===== config.mk =====
export PLATFORM = sky130hd
export DESIGN_NAME = hdlc_crc16_deframer_flat
export DESIGN_NICKNAME = d
export VERILOG_FILES = /design/src/hdlc_dfr_pkg.sv /design/src/hdlc_dfr_req_if.sv /design/src/hdlc_dfr_rsp_if.sv /design/src/hdlc_crc16_deframer.sv /design/src/hdlc_dfr_ram.sv /design/src/hdlc_dfr_ctrl.sv /design/src/hdlc_dfr_dp.sv /design/src/flat_wrapper.sv
export SDC_FILE = /design/constraint.sdc
export NUM_CORES = 1
export LEC_CHECK = 0
export ABC_AREA = 1
export BUFFER_PORTS_ARGS = -buffer_cell sky130_fd_sc_hd__buf_2
export CAP_MARGIN = 20
export CORE_ASPECT_RATIO = 2
export CORE_MARGIN = 5
export CORE_UTILIZATION = 40
export CTS_CLUSTER_SIZE = 12
export DETAILED_ROUTE_END_ITERATION = 16
export GPL_TIMING_DRIVEN = 0
export SLEW_MARGIN = 20
export SYNTH_ARGS = -nofsm -noshare
export SYNTH_HDL_FRONTEND = slang
export SYNTH_SLANG_ARGS = --single-unit

===== constraint.sdc =====
create_clock -name clock -period 4.3 [get_ports clock]
set_clock_uncertainty 0.05 [all_clocks]
set_input_delay 1.29 -clock clock [delete_from_list [all_inputs] [get_ports clock]]
set_output_delay 1.29 -clock clock [all_outputs]
set_load 0.05 [all_outputs]

===== src/hdlc_dfr_pkg.sv =====
package hdlc_dfr_pkg;

   localparam int BYTE_W = 8;
   localparam int LEN_W  = 6;
   localparam int CRC_W  = 16;

   localparam logic [BYTE_W-1:0] FLAG_BOUNDARY = 8'h7E;
   localparam logic [BYTE_W-1:0] FLAG_ESCAPE   = 8'h7D;
   localparam logic [BYTE_W-1:0] ESCAPE_XOR    = 8'h20;
   localparam logic [CRC_W-1:0]  CRC_START     = 16'hFFFF;

   // controller to datapath
   typedef struct packed {
      logic take_byte;
      logic rd_first;
      logic rd_next;
      logic load_out;
      logic drop_out;
   } dfr_cmd_type;

   // datapath to controller
   typedef struct packed {
      logic is_flag;
      logic frame_good;
      logic out_last;
   } dfr_sts_type;

   // reflected crc-16-ccitt, one byte
   function automatic logic [CRC_W-1:0] crc_step(input logic [CRC_W-1:0] crc,
                                                 input logic [BYTE_W-1:0] data);
      logic [BYTE_W-1:0] d;
      logic [CRC_W-1:0]  r;
      d = data ^ crc[7:0];
      d = d ^ {d[3:0], 4'b0000};
      r = {d, crc[15:8]};
      r = r ^ {12'h000, d[7:4]};
      r = r ^ {5'b00000, d, 3'b000};
      return r;
   endfunction

endpackage


===== src/hdlc_dfr_req_if.sv =====
interface hdlc_dfr_req_if;
   logic                              valid;
   logic                              ready;
   logic [hdlc_dfr_pkg::BYTE_W-1:0]   rx_byte;

   modport source (output valid, output rx_byte, input ready);
   modport sink   (input valid, input rx_byte, output ready);
endinterface


===== src/hdlc_dfr_rsp_if.sv =====
interface hdlc_dfr_rsp_if;
   logic                              valid;
   logic                              ready;
   logic [hdlc_dfr_pkg::BYTE_W-1:0]   payload_byte;
   logic [hdlc_dfr_pkg::LEN_W-1:0]    payload_length;
   logic                              last_byte;

   modport source (output valid, output payload_byte, output payload_length,
                   output last_byte, input ready);
   modport sink   (input valid, input payload_byte, input payload_length,
                   input last_byte, output ready);
endinterface


===== src/hdlc_crc16_deframer.sv =====
// a data or escape byte is taken while idle, one beat per cycle when no readout runs
// a boundary byte of a good frame starts the payload readout from the frame ram:
// each byte goes into the ram read register, then the output register, held there
// through any rsp stall; req ready stays low until the last payload beat is taken
// reset: synchronous, active high; clears fill count, escape mark, crc to all ones
// the frame ram itself is not cleared
module hdlc_crc16_deframer #(
   parameter int FRAME_CAPACITY = 64
) (
   input logic             clock,
   input logic             reset,
   hdlc_dfr_req_if.sink    req_ch,
   hdlc_dfr_rsp_if.source  rsp_ch
);

   hdlc_dfr_pkg::dfr_cmd_type cmd;
   hdlc_dfr_pkg::dfr_sts_type sts;

   hdlc_dfr_ctrl u_ctrl (
      .clock     (clock),
      .reset     (reset),
      .req_valid (req_ch.valid),
      .req_ready (req_ch.ready),
      .rsp_ready (rsp_ch.ready),
      .sts       (sts),
      .cmd       (cmd)
   );

   hdlc_dfr_dp #(
      .FRAME_CAPACITY (FRAME_CAPACITY)
   ) u_dp (
      .clock          (clock),
      .reset          (reset),
      .cmd            (cmd),
      .sts            (sts),
      .rx_byte        (req_ch.rx_byte),
      .rsp_valid      (rsp_ch.valid),
      .payload_byte   (rsp_ch.payload_byte),
      .payload_length (rsp_ch.payload_length),
      .last_byte      (rsp_ch.last_byte)
   );

endmodule


===== src/hdlc_dfr_ram.sv =====
module hdlc_dfr_ram #(
   parameter int WIDTH = 8,
   parameter int DEPTH = 64
) (
   input  logic                     clock,
   input  logic                     wr_en,
   input  logic [$clog2(DEPTH)-1:0] wr_addr,
   input  logic [WIDTH-1:0]         wr_data,
   input  logic                     rd_en,
   input  logic [$clog2(DEPTH)-1:0] rd_addr,
   output logic [WIDTH-1:0]         rd_data
);

   logic [WIDTH-1:0] mem_ff [DEPTH];
   logic [WIDTH-1:0] rd_data_ff;

   always_ff @(posedge clock) begin
      if (wr_en) begin
         mem_ff[wr_addr] <= wr_data;
      end
      if (rd_en) begin
         rd_data_ff <= mem_ff[rd_addr];
      end
   end

   assign rd_data = rd_data_ff;

endmodule


===== src/hdlc_dfr_ctrl.sv =====
module hdlc_dfr_ctrl (
   input  logic                        clock,
   input  logic                        reset,
   input  logic                        req_valid,
   output logic                        req_ready,
   input  logic                        rsp_ready,
   input  hdlc_dfr_pkg::dfr_sts_type   sts,
   output hdlc_dfr_pkg::dfr_cmd_type   cmd
);

   typedef enum logic [1:0] {
      ST_IDLE,
      ST_LOAD,
      ST_SEND
   } state_type;

   state_type state_ff;
   state_type state_in;

   always_comb begin
      state_in  = state_ff;
      req_ready = 1'b0;
      cmd       = '0;
      case (state_ff)
         ST_IDLE: begin
            req_ready     = 1'b1;
            cmd.take_byte = req_valid;
            if (req_valid && sts.is_flag && sts.frame_good) begin
               cmd.rd_first = 1'b1;
               state_in     = ST_LOAD;
            end
         end
         ST_LOAD: begin
            // read data is out of the ram now
            cmd.load_out = 1'b1;
            state_in     = ST_SEND;
         end
         ST_SEND: begin
            if (rsp_ready) begin
               cmd.drop_out = 1'b1;
               if (sts.out_last) begin
                  state_in = ST_IDLE;
               end else begin
                  cmd.rd_next = 1'b1;
                  state_in    = ST_LOAD;
               end
            end
         end
         default: begin
            state_in = ST_IDLE;
         end
      endcase
   end

   always_ff @(posedge clock) begin
      if (reset) begin
         state_ff <= ST_IDLE;
      end else begin
         state_ff <= state_in;
      end
   end

endmodule


===== src/hdlc_dfr_dp.sv =====
module hdlc_dfr_dp #(
   parameter int FRAME_CAPACITY = 64
) (
   input  logic                              clock,
   input  logic                              reset,
   input  hdlc_dfr_pkg::dfr_cmd_type         cmd,
   output hdlc_dfr_pkg::dfr_sts_type         sts,
   input  logic [hdlc_dfr_pkg::BYTE_W-1:0]   rx_byte,
   output logic                              rsp_valid,
   output logic [hdlc_dfr_pkg::BYTE_W-1:0]   payload_byte,
   output logic [hdlc_dfr_pkg::LEN_W-1:0]    payload_length,
   output logic                              last_byte
);

   localparam int AddrW = $clog2(FRAME_CAPACITY);
   localparam int CntW  = AddrW + 1;
   localparam int ByteW = hdlc_dfr_pkg::BYTE_W;
   localparam int CrcW  = hdlc_dfr_pkg::CRC_W;
   localparam int LenW  = hdlc_dfr_pkg::LEN_W;
   localparam logic [CntW-1:0] Capacity = CntW'(FRAME_CAPACITY);
   localparam logic [CntW-1:0] CrcBytes = CntW'(2);

   logic [CntW-1:0]  fill_ff, fill_in;
   logic [CrcW-1:0]  crc_ff, crc_in;
   logic             esc_ff, esc_in;
   logic [ByteW-1:0] hist0_ff, hist0_in;
   logic [ByteW-1:0] hist1_ff, hist1_in;
   logic [CntW-1:0]  len_ff, len_in;
   logic [AddrW-1:0] rd_ptr_ff, rd_ptr_in;
   logic             out_valid_ff, out_valid_in;
   logic [ByteW-1:0] out_byte_ff, out_byte_in;
   logic             out_last_ff, out_last_in;

   logic             is_flag;
   logic             is_esc;
   logic [ByteW-1:0] data_byte;
   logic             wr_en;
   logic             rd_en;
   logic [AddrW-1:0] rd_addr;
   logic [ByteW-1:0] rd_data;

   assign is_flag   = (rx_byte == hdlc_dfr_pkg::FLAG_BOUNDARY);
   assign is_esc    = (rx_byte == hdlc_dfr_pkg::FLAG_ESCAPE);
   assign data_byte = esc_ff ? (rx_byte ^ hdlc_dfr_pkg::ESCAPE_XOR) : rx_byte;
   assign wr_en     = cmd.take_byte && !is_flag && !is_esc && (fill_ff < Capacity);

   assign sts.is_flag    = is_flag;
   // the two newest stored bytes carry the received crc, low byte first
   assign sts.frame_good = (fill_ff > CrcBytes) && ({hist0_ff, hist1_ff} == crc_ff);
   assign sts.out_last   = out_last_ff;

   assign rd_en   = cmd.rd_first || cmd.rd_next;
   assign rd_addr = cmd.rd_first ? '0 : rd_ptr_ff + AddrW'(1);

   always_comb begin
      fill_in      = fill_ff;
      crc_in       = crc_ff;
      esc_in       = esc_ff;
      hist0_in     = hist0_ff;
      hist1_in     = hist1_ff;
      len_in       = len_ff;
      rd_ptr_in    = rd_ptr_ff;
      out_valid_in = out_valid_ff;
      out_byte_in  = out_byte_ff;
      out_last_in  = out_last_ff;

      if (cmd.take_byte) begin
         if (is_flag) begin
            len_in  = fill_ff - CrcBytes;
            fill_in = '0;
            crc_in  = hdlc_dfr_pkg::CRC_START;
         end else if (is_esc) begin
            esc_in = 1'b1;
         end else begin
            esc_in = 1'b0;
            if (fill_ff < Capacity) begin
               fill_in  = fill_ff + CntW'(1);
               hist0_in = data_byte;
               hist1_in = hist0_ff;
               // crc trails the newest byte by two
               if (fill_ff >= CrcBytes) begin
                  crc_in = hdlc_dfr_pkg::crc_step(crc_ff, hist1_ff);
               end
            end
         end
      end

      if (rd_en) begin
         rd_ptr_in = rd_addr;
      end

      if (cmd.load_out) begin
         out_valid_in = 1'b1;
         out_byte_in  = rd_data;
         out_last_in  = ({1'b0, rd_ptr_ff} == (len_ff - CntW'(1)));
      end else if (cmd.drop_out) begin
         out_valid_in = 1'b0;
      end
   end

   always_ff @(posedge clock) begin
      if (reset) begin
         fill_ff      <= '0;
         crc_ff       <= hdlc_dfr_pkg::CRC_START;
         esc_ff       <= 1'b0;
         out_valid_ff <= 1'b0;
         out_last_ff  <= 1'b0;
      end else begin
         fill_ff      <= fill_in;
         crc_ff       <= crc_in;
         esc_ff       <= esc_in;
         out_valid_ff <= out_valid_in;
         out_last_ff  <= out_last_in;
      end
   end

   always_ff @(posedge clock) begin
      hist0_ff    <= hist0_in;
      hist1_ff    <= hist1_in;
      len_ff      <= len_in;
      rd_ptr_ff   <= rd_ptr_in;
      out_byte_ff <= out_byte_in;
   end

   hdlc_dfr_ram #(
      .WIDTH (ByteW),
      .DEPTH (FRAME_CAPACITY)
   ) u_store (
      .clock   (clock),
      .wr_en   (wr_en),
      .wr_addr (fill_ff[AddrW-1:0]),
      .wr_data (data_byte),
      .rd_en   (rd_en),
      .rd_addr (rd_addr),
      .rd_data (rd_data)
   );

   assign rsp_valid      = out_valid_ff;
   assign payload_byte   = out_byte_ff;
   assign payload_length = LenW'(len_ff);
   assign last_byte      = out_last_ff;

endmodule


===== src/flat_wrapper.sv =====
// flat-port wrapper written by rule: the top's interface ports become plain ports
module hdlc_crc16_deframer_flat 
#(
   parameter int FRAME_CAPACITY = 64
)
  (clock, reset, req_ch_valid, req_ch_rx_byte, req_ch_ready, rsp_ch_valid, rsp_ch_payload_byte, rsp_ch_payload_length, rsp_ch_last_byte, rsp_ch_ready);
  hdlc_dfr_req_if req_ch_i ();
  hdlc_dfr_rsp_if rsp_ch_i ();
  input logic clock;
  input logic reset;
  input wire logic [$bits(req_ch_i.valid)-1:0] req_ch_valid;
  input wire logic [$bits(req_ch_i.rx_byte)-1:0] req_ch_rx_byte;
  output wire logic [$bits(req_ch_i.ready)-1:0] req_ch_ready;
  output wire logic [$bits(rsp_ch_i.valid)-1:0] rsp_ch_valid;
  output wire logic [$bits(rsp_ch_i.payload_byte)-1:0] rsp_ch_payload_byte;
  output wire logic [$bits(rsp_ch_i.payload_length)-1:0] rsp_ch_payload_length;
  output wire logic [$bits(rsp_ch_i.last_byte)-1:0] rsp_ch_last_byte;
  input wire logic [$bits(rsp_ch_i.ready)-1:0] rsp_ch_ready;
  assign req_ch_i.valid = req_ch_valid;
  assign req_ch_i.rx_byte = req_ch_rx_byte;
  assign req_ch_ready = req_ch_i.ready;
  assign rsp_ch_valid = rsp_ch_i.valid;
  assign rsp_ch_payload_byte = rsp_ch_i.payload_byte;
  assign rsp_ch_payload_length = rsp_ch_i.payload_length;
  assign rsp_ch_last_byte = rsp_ch_i.last_byte;
  assign rsp_ch_i.ready = rsp_ch_ready;
  hdlc_crc16_deframer #(.FRAME_CAPACITY(FRAME_CAPACITY)) u_core (.clock(clock), .reset(reset), .req_ch(req_ch_i), .rsp_ch(rsp_ch_i));
endmodule

== After elaboration in Yosys (flattened, before gate mapping) ==
Memories as Yosys holds them, arrays and structs flattened. A register that Yosys moved wholly into a read port is not among the register bits.
Cells that the tools add are included.

* Bitwise operators: 7
* Eq/ne operators: 9
* Reductions and logical operators: 19
* $lt $le $gt $ge: 3
* Add/sub/neg operators: 4
* Multiplexer cells: 27

{| class="wikitable"
|+ Operator list
! kind !! number
|-
| 16-bit two-way mux || 4
|-
| 7-bit two-way mux || 3
|-
| 16-bit equality test || 1
|-
| 8-bit by 7-bit equality test with 1-bit output, second input constant || 2
|-
| 16-bit by 11-bit XOR with 16-bit output || 1
|-
| 16-bit by 4-bit XOR with 16-bit output || 1
|-
| 8-bit XOR || 2
|-
| 1-bit two-way mux || 14
|-
| 6-bit two-way mux || 2
|-
| 4-bit AND reduction || 2
|-
| 7-bit by 1-bit adder with 7-bit output, second input constant || 1
|-
| 6-bit by 7-bit equality test with 1-bit output || 1
|-
| 7-bit by 2-bit >= comparator with 1-bit output, second input constant || 1
|-
| 7-bit by 2-bit > comparator with 1-bit output, second input constant || 1
|-
| 7-bit < comparator, second input constant || 1
|-
| 7-bit by 1-bit subtractor with 7-bit output, second input constant || 1
|-
| 7-bit by 2-bit subtractor with 7-bit output, second input constant || 1
|-
| 6-bit by 1-bit adder with 6-bit output, second input constant || 1
|-
| 1-bit logical AND || 6
|-
| 2-bit two-way mux || 3
|-
| 2-bit != test, second input constant || 3
|-
| 2-bit one-hot mux with 3 select lines || 1
|-
| 2-bit AND reduction || 3
|-
| 2-bit nonzero test || 3
|-
| 7 further kinds || 10
|}

* Memories kept: 1
* Register bits: 65
* Word-level logic and storage cells: 81
* Input bits: 12
* RAM bits: 512
* Output and inout port bits: 17

{| class="wikitable"
|+ Memory list
! memory !! depth !! bits a word !! read ports !! clocked after memory_dff !! write ports !! line !! text
|-
| u_core.u_dp.u_store.mem_ff || 64 || 8 || 1 || 1 || 1 || hdlc_dfr_ram.sv:14 || <nowiki>logic [WIDTH-1:0] mem_ff [DEPTH];</nowiki>
|}

== Longest topological paths before layout ==
Gate-level depths: netlist of run 1.

* Word-level depth: 10
* Mapped depth: 20
* Gate-level depth less buffers: 18

== By module ==
Synthesis of run 1 repeated with hierarchy kept, for this count alone.

* Cells, all modules: 2242
* Area total of the unflattened synthesis: 24991.5 um^2

{| class="wikitable"
|+ Modules (own cells, without submodules)
! module !! area an instance (um^2) !! cells an instance !! sequential area each (um^2) !! times used
|-
| hdlc_dfr_ram || 21419.3 || 1805 || 15615.0 || 1
|-
| hdlc_dfr_dp || 3424.5 || 410 || 1631.6 || 1
|-
| hdlc_dfr_ctrl || 147.6 || 27 || 40.0 || 1
|}

== Worst setup path before layout of run 1 ==
No wires, ideal clock.

* Kind: input-to-reg
* Start: input port req_ch_rx_byte[7]
* End: memory u_core.u_dp.u_store.mem_ff[20][0], enable pin
* Library setup time: 0.370 ns
* Buffers on the path: 1
* Cell stages on the path: 11
* Arrival: 3.300 ns
* Data required time: 3.880 ns
* Setup slack: 0.580 ns
* Cells stage by stage: inv_1 -> nand4_1 -> nor2_1 -> clkbuf_1 -> nor2_1 -> nand2_1 -> nor2_2 -> inv_1 -> nor2_1 -> nand2_1 -> nor2_1

* Longest elaborated chain between the ends: 7
* Elaborated cells on any way between the ends: 9
* Those cells by class: eq/ne: 2; mux: 2; reduce/logical: 5

{| class="wikitable"
|+ Ends and longest elaborated chain
! element !! line !! text
|-
| start: declaration || flat_wrapper.sv:12 || <nowiki>input wire logic [$bits(req_ch_i.rx_byte)-1:0] req_ch_rx_byte;</nowiki>
|-
| 8-bit by 7-bit equality test with 1-bit output || hdlc_dfr_dp.sv:42 || <nowiki>assign is_flag = (rx_byte == hdlc_dfr_pkg::FLAG_BOUNDARY);</nowiki>
|-
| 1-bit zero test || hdlc_dfr_dp.sv:45 || <nowiki>assign wr_en = cmd.take_byte && !is_flag && !is_esc && (fill_ff < Capacity);</nowiki>
|-
| 1-bit logical AND || hdlc_dfr_dp.sv:45 ||
|-
| 1-bit logical AND (*) (2 in a row) || hdlc_dfr_dp.sv:45 ||
|-
| 1-bit two-way mux (*) || hdlc_dfr_ram.sv:18 || <nowiki>if (wr_en) begin</nowiki>
|-
| 1-bit two-way mux (implied by the code) (*) || hdlc_dfr_ram.sv:19 || <nowiki>mem_ff[wr_addr] <= wr_data;</nowiki>
|-
| end: declaration || hdlc_dfr_ram.sv:14 ||
|}

Mark *: on every way between the ends. The rest lies on a longest branch, timed or not.

== Worst setup path in the final report of run 1 ==
* Start: input port req_ch_rx_byte[4]
* End: register u_core.u_dp.u_store.rd_data_ff[4] (netlist: u_core.u_dp.u_store.rd_data[4]) (read register of u_core.u_dp.u_store.mem_ff) (data pin)

* Longest elaborated chain between the ends: 6
* Elaborated cells on any way between the ends: 7
* Those cells by class: eq/ne: 1; mux: 3; reduce/logical: 3

{| class="wikitable"
|+ Ends and longest elaborated chain
! element !! line !! text
|-
| 8-bit by 7-bit equality test with 1-bit output (*) || hdlc_dfr_dp.sv:42 ||
|-
| 1-bit logical AND (*) (2 in a row) || hdlc_dfr_ctrl.sv:28 || <nowiki>if (req_valid && sts.is_flag && sts.frame_good) begin</nowiki>
|-
| 1-bit two-way mux (*) || hdlc_dfr_ctrl.sv:28 ||
|-
| 2-bit two-way mux (*) || hdlc_dfr_ctrl.sv:24 || <nowiki>case (state_ff)</nowiki>
|-
| 6-bit two-way mux / 1-bit logical OR (equally long branches) || hdlc_dfr_dp.sv:53, hdlc_dfr_dp.sv:52 ||
|-
| end: declaration || hdlc_dfr_ram.sv:15 || <nowiki>logic [WIDTH-1:0] rd_data_ff;</nowiki>
|}

Marked as above.
A chain may end at the register's enable or synchronous reset.

==> impl_metrics.tcl, run 1 <==
set metrics [dict create \
    grt_first_pass_wirelength_mm 122 \
    design_area_um2 29000 \
    first_global_vias 18000 \
    cts_hold_buf 0 \
    final.period_utilization 0.967 \
    rows 131 \
    place_ws_ns -1.29 \
    finish.utilization 0.454 \
    synthMuxAreaShare 0 \
    start_util 0.404 \
    die_x_um 190 \
    hold_viol_final 0 \
    ys_dominant_reg_cell "edfxtp_1" \
    synth_area_per_cell_um2 11.3 \
    die-area_um2 70000 \
    clk_pin_slew_ns 0.06 \
    synth_top_area_cell "edfxtp_1" \
    synth_top_area_frac 0.648 \
    timing.fmax_mhz 241 \
    grt_max_degree 68 \
    total_power_w 0.0110 \
    worstHoldPathType "reg2reg" \
    fin_crit_ns 4.16 \
    synth_cells 2293 \
    via_count 17900 \
    coreArea_um2 63900 \
    synth.cells.most_frequent "557 x edfxtp_1, 488 x nand3_1, 243 x inv_1, 236 x nand2_1, 210 x nor2_1" \
    slowest_stage "buf_1" \
    vdd_drop_max_v 0.000348 \
    worst_slack_ns 0.143 \
    numCtsBuffers 55 \
    clkLatencyLatePin_ns 0.60 \
    cts_buffer_depth 3 \
    vias_per_cell 5.58 \
    finalSetupViolations 0 \
    drt_wl_total_mm 85.9 \
    post_drt_wl_per_cell_um 26.8 \
    cp.required_ns 4.57 \
    dpl.hpwl_mm 61.8 \
    drt_iter0_markers 1609 \
    synth_xor_area_frac 0.00916 \
    end_kind "flip-flop" \
    drc 0 \
    synthesis.area_um2 25800 \
    criticalPathCategory "in2reg" \
    status "complete, no violations" \
    synth-simple-area-share 0.219 \
    io_pins 29 \
    final.fill_count 5949 \
    grt.overflow.total 0 \
    antenna_left 0 \
    io_buffer_count 28 \
    ys.warnings.count 0 \
    synth.net_count 2312 \
    async_flop_share 0 \
    diodes 0 \
    reg2reg_depth 11 \
    antenna_found_initial 2 \
    path_cells "buf_4 -> buf_16 -> nand4_1 -> nor2_1 -> nand3_1 -> nor2_2 -> nand3_2 -> buf_8 -> nand2_4 -> buf_1 -> nand3_1 -> nand3_1 -> nand3_1 -> nand3_1 -> nand2_1" \
    tightest_slew_ns 1.07 \
    synth_cell_type_count 40 \
    htree_levels 2 \
    place_area_um2 27300 \
    track_usage 0.242 \
    hold-path-cell-count 0 \
    maxCapViolCount 0 \
    cts_tree "built" \
    synthAdderAreaFrac 0.00339 \
    fin_nets 2411 \
    multi_input_area_um2 7020 \
    drt_first_pass_iters 5 \
    worstPathArrival_ns 4.42 \
    synth_most_common_cell "edfxtp_1" \
    grt_setup_unrepaired "no" \
    slew_headroom 0.284 \
    clock_sinks 585 \
    area_growth_syn_to_layout_pct 12.4 \
    root_buffer "clkbuf_16" \
    crit_path_max_fanout 51 \
    synth_top_family_by_area "simple AND/OR/NAND/NOR gates" \
    synth_area_leaders "edfxtp_1 65%, nand3_1 9.5%, nand3b_1 3.5%" \
    rrSetupSlack_ns 0.50 \
    hold_start "u_core.u_dp.u_store.rd_data[1]" \
    synth-edff-count 557 \
    ys_seq_elements 585 \
    drive_gt1_frac 0.139 \
    cp_common_cell "nand3_1" \
    finalWeightedCongestion 1.04 \
    die_y_um 369 \
    synth_compound_area_frac 0.0301 \
    yosysSeqAreaShare 0.669 \
    reg2reg_to "u_core.u_dp.u_store.rd_data[1]" \
    r2r-start "u_core.u_dp.rd_ptr_ff[0]" \
    cp-start-kind "input pin" \
    max_stage_delay_ns 0.57 \
    seqCellArea_um2 17300 \
    p_per_area_nw_per_um2 380 \
    hold_path_end "u_core.u_dp.payload_byte[1]" \
    drv_slew 0 \
    p_leak_nw 10.7 \
]
## cell families (layout without fill, tap and decap cells)
family	Yosys count	after routing
flip-flops	585	585
buffers and inverters	397	512
XOR/XNOR	27	27
AND/OR/NAND/NOR	1151	1152
AO/OA/AOI/OAI	126	126
adder cells (fa/ha/maj)	7	7
## worst max-delay path, delay by kind of cell
family,cells,cell delay [ns]
buffers and inverters,4,1.29
AND/OR/NAND/NOR,11,1.75
## worst max-delay path by stage
stage                            startpoint                                end  slack [ns]  cells past startpoint
after floorplan           req_ch_rx_byte[7]  u_core.u_dp.u_store.mem_ff[20][0]        0.58                     11
after global placement    req_ch_rx_byte[5]  u_core.u_dp.u_store.mem_ff[22][5]       -3.06                      2
after detailed placement  req_ch_rx_byte[0]  u_core.u_dp.u_store.mem_ff[33][0]       -1.29                     11
after CTS                 req_ch_rx_byte[0]  u_core.u_dp.u_store.mem_ff[60][6]       -0.01                     13
after global routing      req_ch_rx_byte[0]  u_core.u_dp.u_store.mem_ff[21][1]        0.05                     11
final                     req_ch_rx_byte[4]     u_core.u_dp.u_store.rd_data[4]        0.14                     15
## what timing repair did
item                       in CTS  in global routing
gates cloned                    1                  0
setup endpoints to repair     458                382
gates resized for setup        52                 19
pin swaps                       1                  1
buffers inserted                0                  1
## state kept, by name (all words and copies together), names as in the netlist, 2 cells and up
signal / count
u_core.u_dp.payload_byte: 8
u_core.u_ctrl.state_ff: 2
u_core.u_dp.crc_ff: 16
u_core.u_dp.fill_ff: 7
u_core.u_dp.hist1_ff: 8
u_core.u_dp.hist0_ff: 8
u_core.u_dp.u_store.rd_data: 8
u_core.u_dp.rd_ptr_ff: 6
u_core.u_dp.len_ff: 7
u_core.u_dp.u_store.mem_ff: 512
## per-layer routing
| layer | GRT usage | wire length, µm | vias up |
|---|---|---|---|
| met5 | 0 | 0 | - |
| met1 | 0.242 | 28200 | 8692 |
| li1 | - | - | 8150 |
| met4 | 0.215 | 9300 | 0 |
| met3 | 0.0295 | 4130 | 291 |
| met2 | 0.433 | 44300 | 757 |
## report_power, final
part | switching, W | leakage, nW | internal [W]
Clock | 0.00203 | 0.727 | 0.00237
Sequential | 0.0000214 | 5.25 | 0.00628
Combinational | 0.000251 | 4.73 | 0.0000952
Total | 0.00230 | 10.7 | 0.00874
## placed cells by master, fill, tap and decap left out, types with 5 or more instances in the layout
| cell | n |
|---|---|
| a21oi_1 | 11 |
| buf_1 | 5 |
| buf_16 | 9 |
| buf_2 | 68 |
| buf_4 | 36 |
| buf_6 | 16 |
| clkbuf_1 | 58 |
| clkbuf_16 | 57 |
| clkinv_1 | 7 |
| dfxtp_1 | 28 |
| edfxtp_1 | 557 |
| ha_1 | 7 |
| inv_1 | 243 |
| inv_2 | 8 |
| nand2_1 | 233 |
| nand2_4 | 7 |
| nand3_1 | 485 |
| nand3b_1 | 122 |
| nor2_1 | 168 |
| nor2_2 | 29 |
| nor2_4 | 18 |
| o2111ai_1 | 26 |
| o211ai_1 | 12 |
| o21ai_0 | 60 |
| o21ai_1 | 9 |
| or2_2 | 70 |
| xnor2_1 | 6 |
| xor2_1 | 20 |
## cell type report
type / count / area share
inverter: 256 / 0.0331
sequential: 585 / 0.596
multi-input combinational: 1312 / 0.242
buffer: 141 / 0.0281
tap: 798 / 0.0344
clock inverter: 3 / 0.000560
clock buffer: 71 / 0.0510
timing repair buffer: 41 / 0.0154
## metrics by stage
stage	cells	hold WS (ns)	setup TNS, ns
3_5_place_dp	3131	0.362	-500.96
3_3_place_gp	3119	0.371	-1344.48
4_1_cts	3206	0.382	-0.203
6_report	3207	0.381	0
2_1_floorplan	2293	0.350	0
5_1_grt	3207	0.387	0
(Power assumes the default switching activity.)
==> run 2, diff against run 1 <==
PLACE_DENSITY = 0.66   (was unset)
SETUP_SLACK_MARGIN = 0.5   (was unset)
==> run 2 against run 1 <==
  * Power rose by 1.1%
  * Clock-buffer cell count rose by 1
  * Largest cell class unchanged
  * First-iteration DRC count rose by 3.1%
  * Sequential share of layout area fell by 1.6 points
  * Largest power group unchanged
==> impl_metrics.tcl, run 2 (synthesis gave the netlist of run 1 again) <==
set metrics [dict create \
    start_util 0.404 \
    hold_viol_final 0 \
    timing.fmax_mhz 263 \
    tightest_slew_ns 1.18 \
    die-area_um2 70000 \
    grt_setup_unrepaired "yes" \
    fin_nets 2425 \
    path_cells "buf_6 -> buf_16 -> nand4_1 -> nor2_1 -> nand3_1 -> nor2_2 -> nand3_2 -> buf_8 -> buf_6 -> buf_4 -> nand2_4 -> clkinv_1 -> nand3_1 -> nand2_2" \
    die_y_um 369 \
    grt_max_degree 55 \
    rows 131 \
    drt_wl_total_mm 89.2 \
    coreArea_um2 63900 \
    reg_top3 "u_core.u_dp.u_store.mem_ff x512, u_core.u_dp.crc_ff x16" \
    numCtsBuffers 55 \
    drt_first_pass_iters 5 \
    total_power_w 0.0112 \
    finish.utilization 0.467 \
    place_area_um2 27300 \
    htree_levels 2 \
    hold-path-cell-count 0 \
    path_delay_family "buffers and inverters" \
    worst_slack_ns 0.499 \
    worst-path-buf-inv 6 \
    fin_crit_ns 3.80 \
    drt_iter0_markers 1659 \
    largest_reg_flops 512 \
    place_ws_ns -1.16 \
    final.fill_count 5730 \
    cp-start-kind "input pin" \
    vias_per_cell 5.71 \
    layout_commonest_cell "edfxtp_1" \
    io_buffer_count 28 \
    reg2reg_depth 11 \
    worstHoldPathType "reg2reg" \
    crit_path_max_fanout 25 \
    via_count 18400 \
    die_x_um 190 \
    io_pins 29 \
    finalWeightedCongestion 0.985 \
    cts_buffer_depth 3 \
    layout_common_cells "557 x edfxtp_1, 469 x nand3_1, 243 x inv_1" \
    worstPathArrival_ns 4.07 \
    clk_pin_slew_ns 0.06 \
    max_stage_delay_ns 0.41 \
    track_usage 0.251 \
    antenna_left 0 \
    dpl.hpwl_mm 63.6 \
    drive_gt1_frac 0.163 \
    p_leak_nw 10.9 \
    status "complete, no violations" \
    antenna_found_initial 1 \
    criticalPathCategory "in2reg" \
    multi_input_area_um2 7440 \
    regMostFlops "u_core.u_dp.u_store.mem_ff" \
    clkLatencyLatePin_ns 0.61 \
    grt_first_pass_wirelength_mm 126 \
    seqCellArea_um2 17300 \
    maxCapViolCount 0 \
    post_drt_wl_per_cell_um 27.7 \
    drv_slew 0 \
    end_kind "flip-flop" \
    grt.overflow.total 0 \
    slew_headroom 0.214 \
    crit_cells 14 \
    whs_ns 0.369 \
    design_area_um2 29800 \
    area_growth_syn_to_layout_pct 15.5 \
    final.period_utilization 0.884 \
    vdd_drop_max_v 0.000363 \
    cp.required_ns 4.57 \
    slowest_stage "clkinv_1" \
    first_global_vias 18400 \
    cts_tree "built" \
    root_buffer "clkbuf_16" \
    finalSetupViolations 0 \
    drc 0 \
    clock_sinks 585 \
    p_per_area_nw_per_um2 374 \
]
-- run 2: cell types whose count changed in the layout (fill, tap and decap cells not counted), sizes merged --
cell and change:
buf +11, clkbuf +3, bufbuf +2, bufinv +1, diode +1, inv -1, nor2 -1
-- run 2: final cells by class --
class,count,area share
repair buffers,56,0.0259
plain buffers,141,0.0278
flip-flops and latches,585,0.580
diodes,1,0.0000839
clock buffers,72,0.0501
inverters,256,0.0322
well taps,798,0.0335
clock inverters,3,0.00126
multi-input cells,1311,0.250
-- run 2: where the power goes --
group	leakage (nW)	total, W	switching (W)	internal (W)
clock	0.743	0.00448	0.00204	0.00244
sequential	5.25	0.00630	0.0000220	0.00628
combinational	4.93	0.000391	0.000274	0.000117
-- run 2: path summary, 6_finish.rpt --
kind / start / end / slack (ns)
setup reg to reg: u_core.u_dp.rd_ptr_ff[0] / u_core.u_dp.u_store.rd_data[1] / 0.53
setup / recovery: req_ch_rx_byte[2] / u_core.u_dp.u_store.rd_data[1] / 0.50
hold / removal: u_core.u_dp.u_store.rd_data[1] / u_core.u_dp.payload_byte[1] / 0.37
hold reg to reg: u_core.u_dp.u_store.rd_data[1] / u_core.u_dp.payload_byte[1] / 0.37
-- run 2: metrics by stage --
step,cells,TNS [ns]
after floorplan,2293,0
after global placement,3119,-1259.64
after detailed placement,3131,-370.55
after CTS,3210,0
after global routing,3222,0
final,3223,0
-- run 2: timing repair --
action | in CTS | in global routing
hold buffers | 0 | 0
pin swaps | 1 | 7
hold endpoints to repair | 0 | 0
gates cloned | 2 | 2
setup buffers | 2 | 10
gates resized for setup | 123 | 59
endpoints found under the setup margin | 508 | 512
-- run 2: routing by layer --
metal | track usage | share of wire
met2 | 0.456 | 0.52
met1 | 0.252 | 0.31
met3 | 0.0266 | 0.054
met5 | 0 | 0
met4 | 0.219 | 0.12
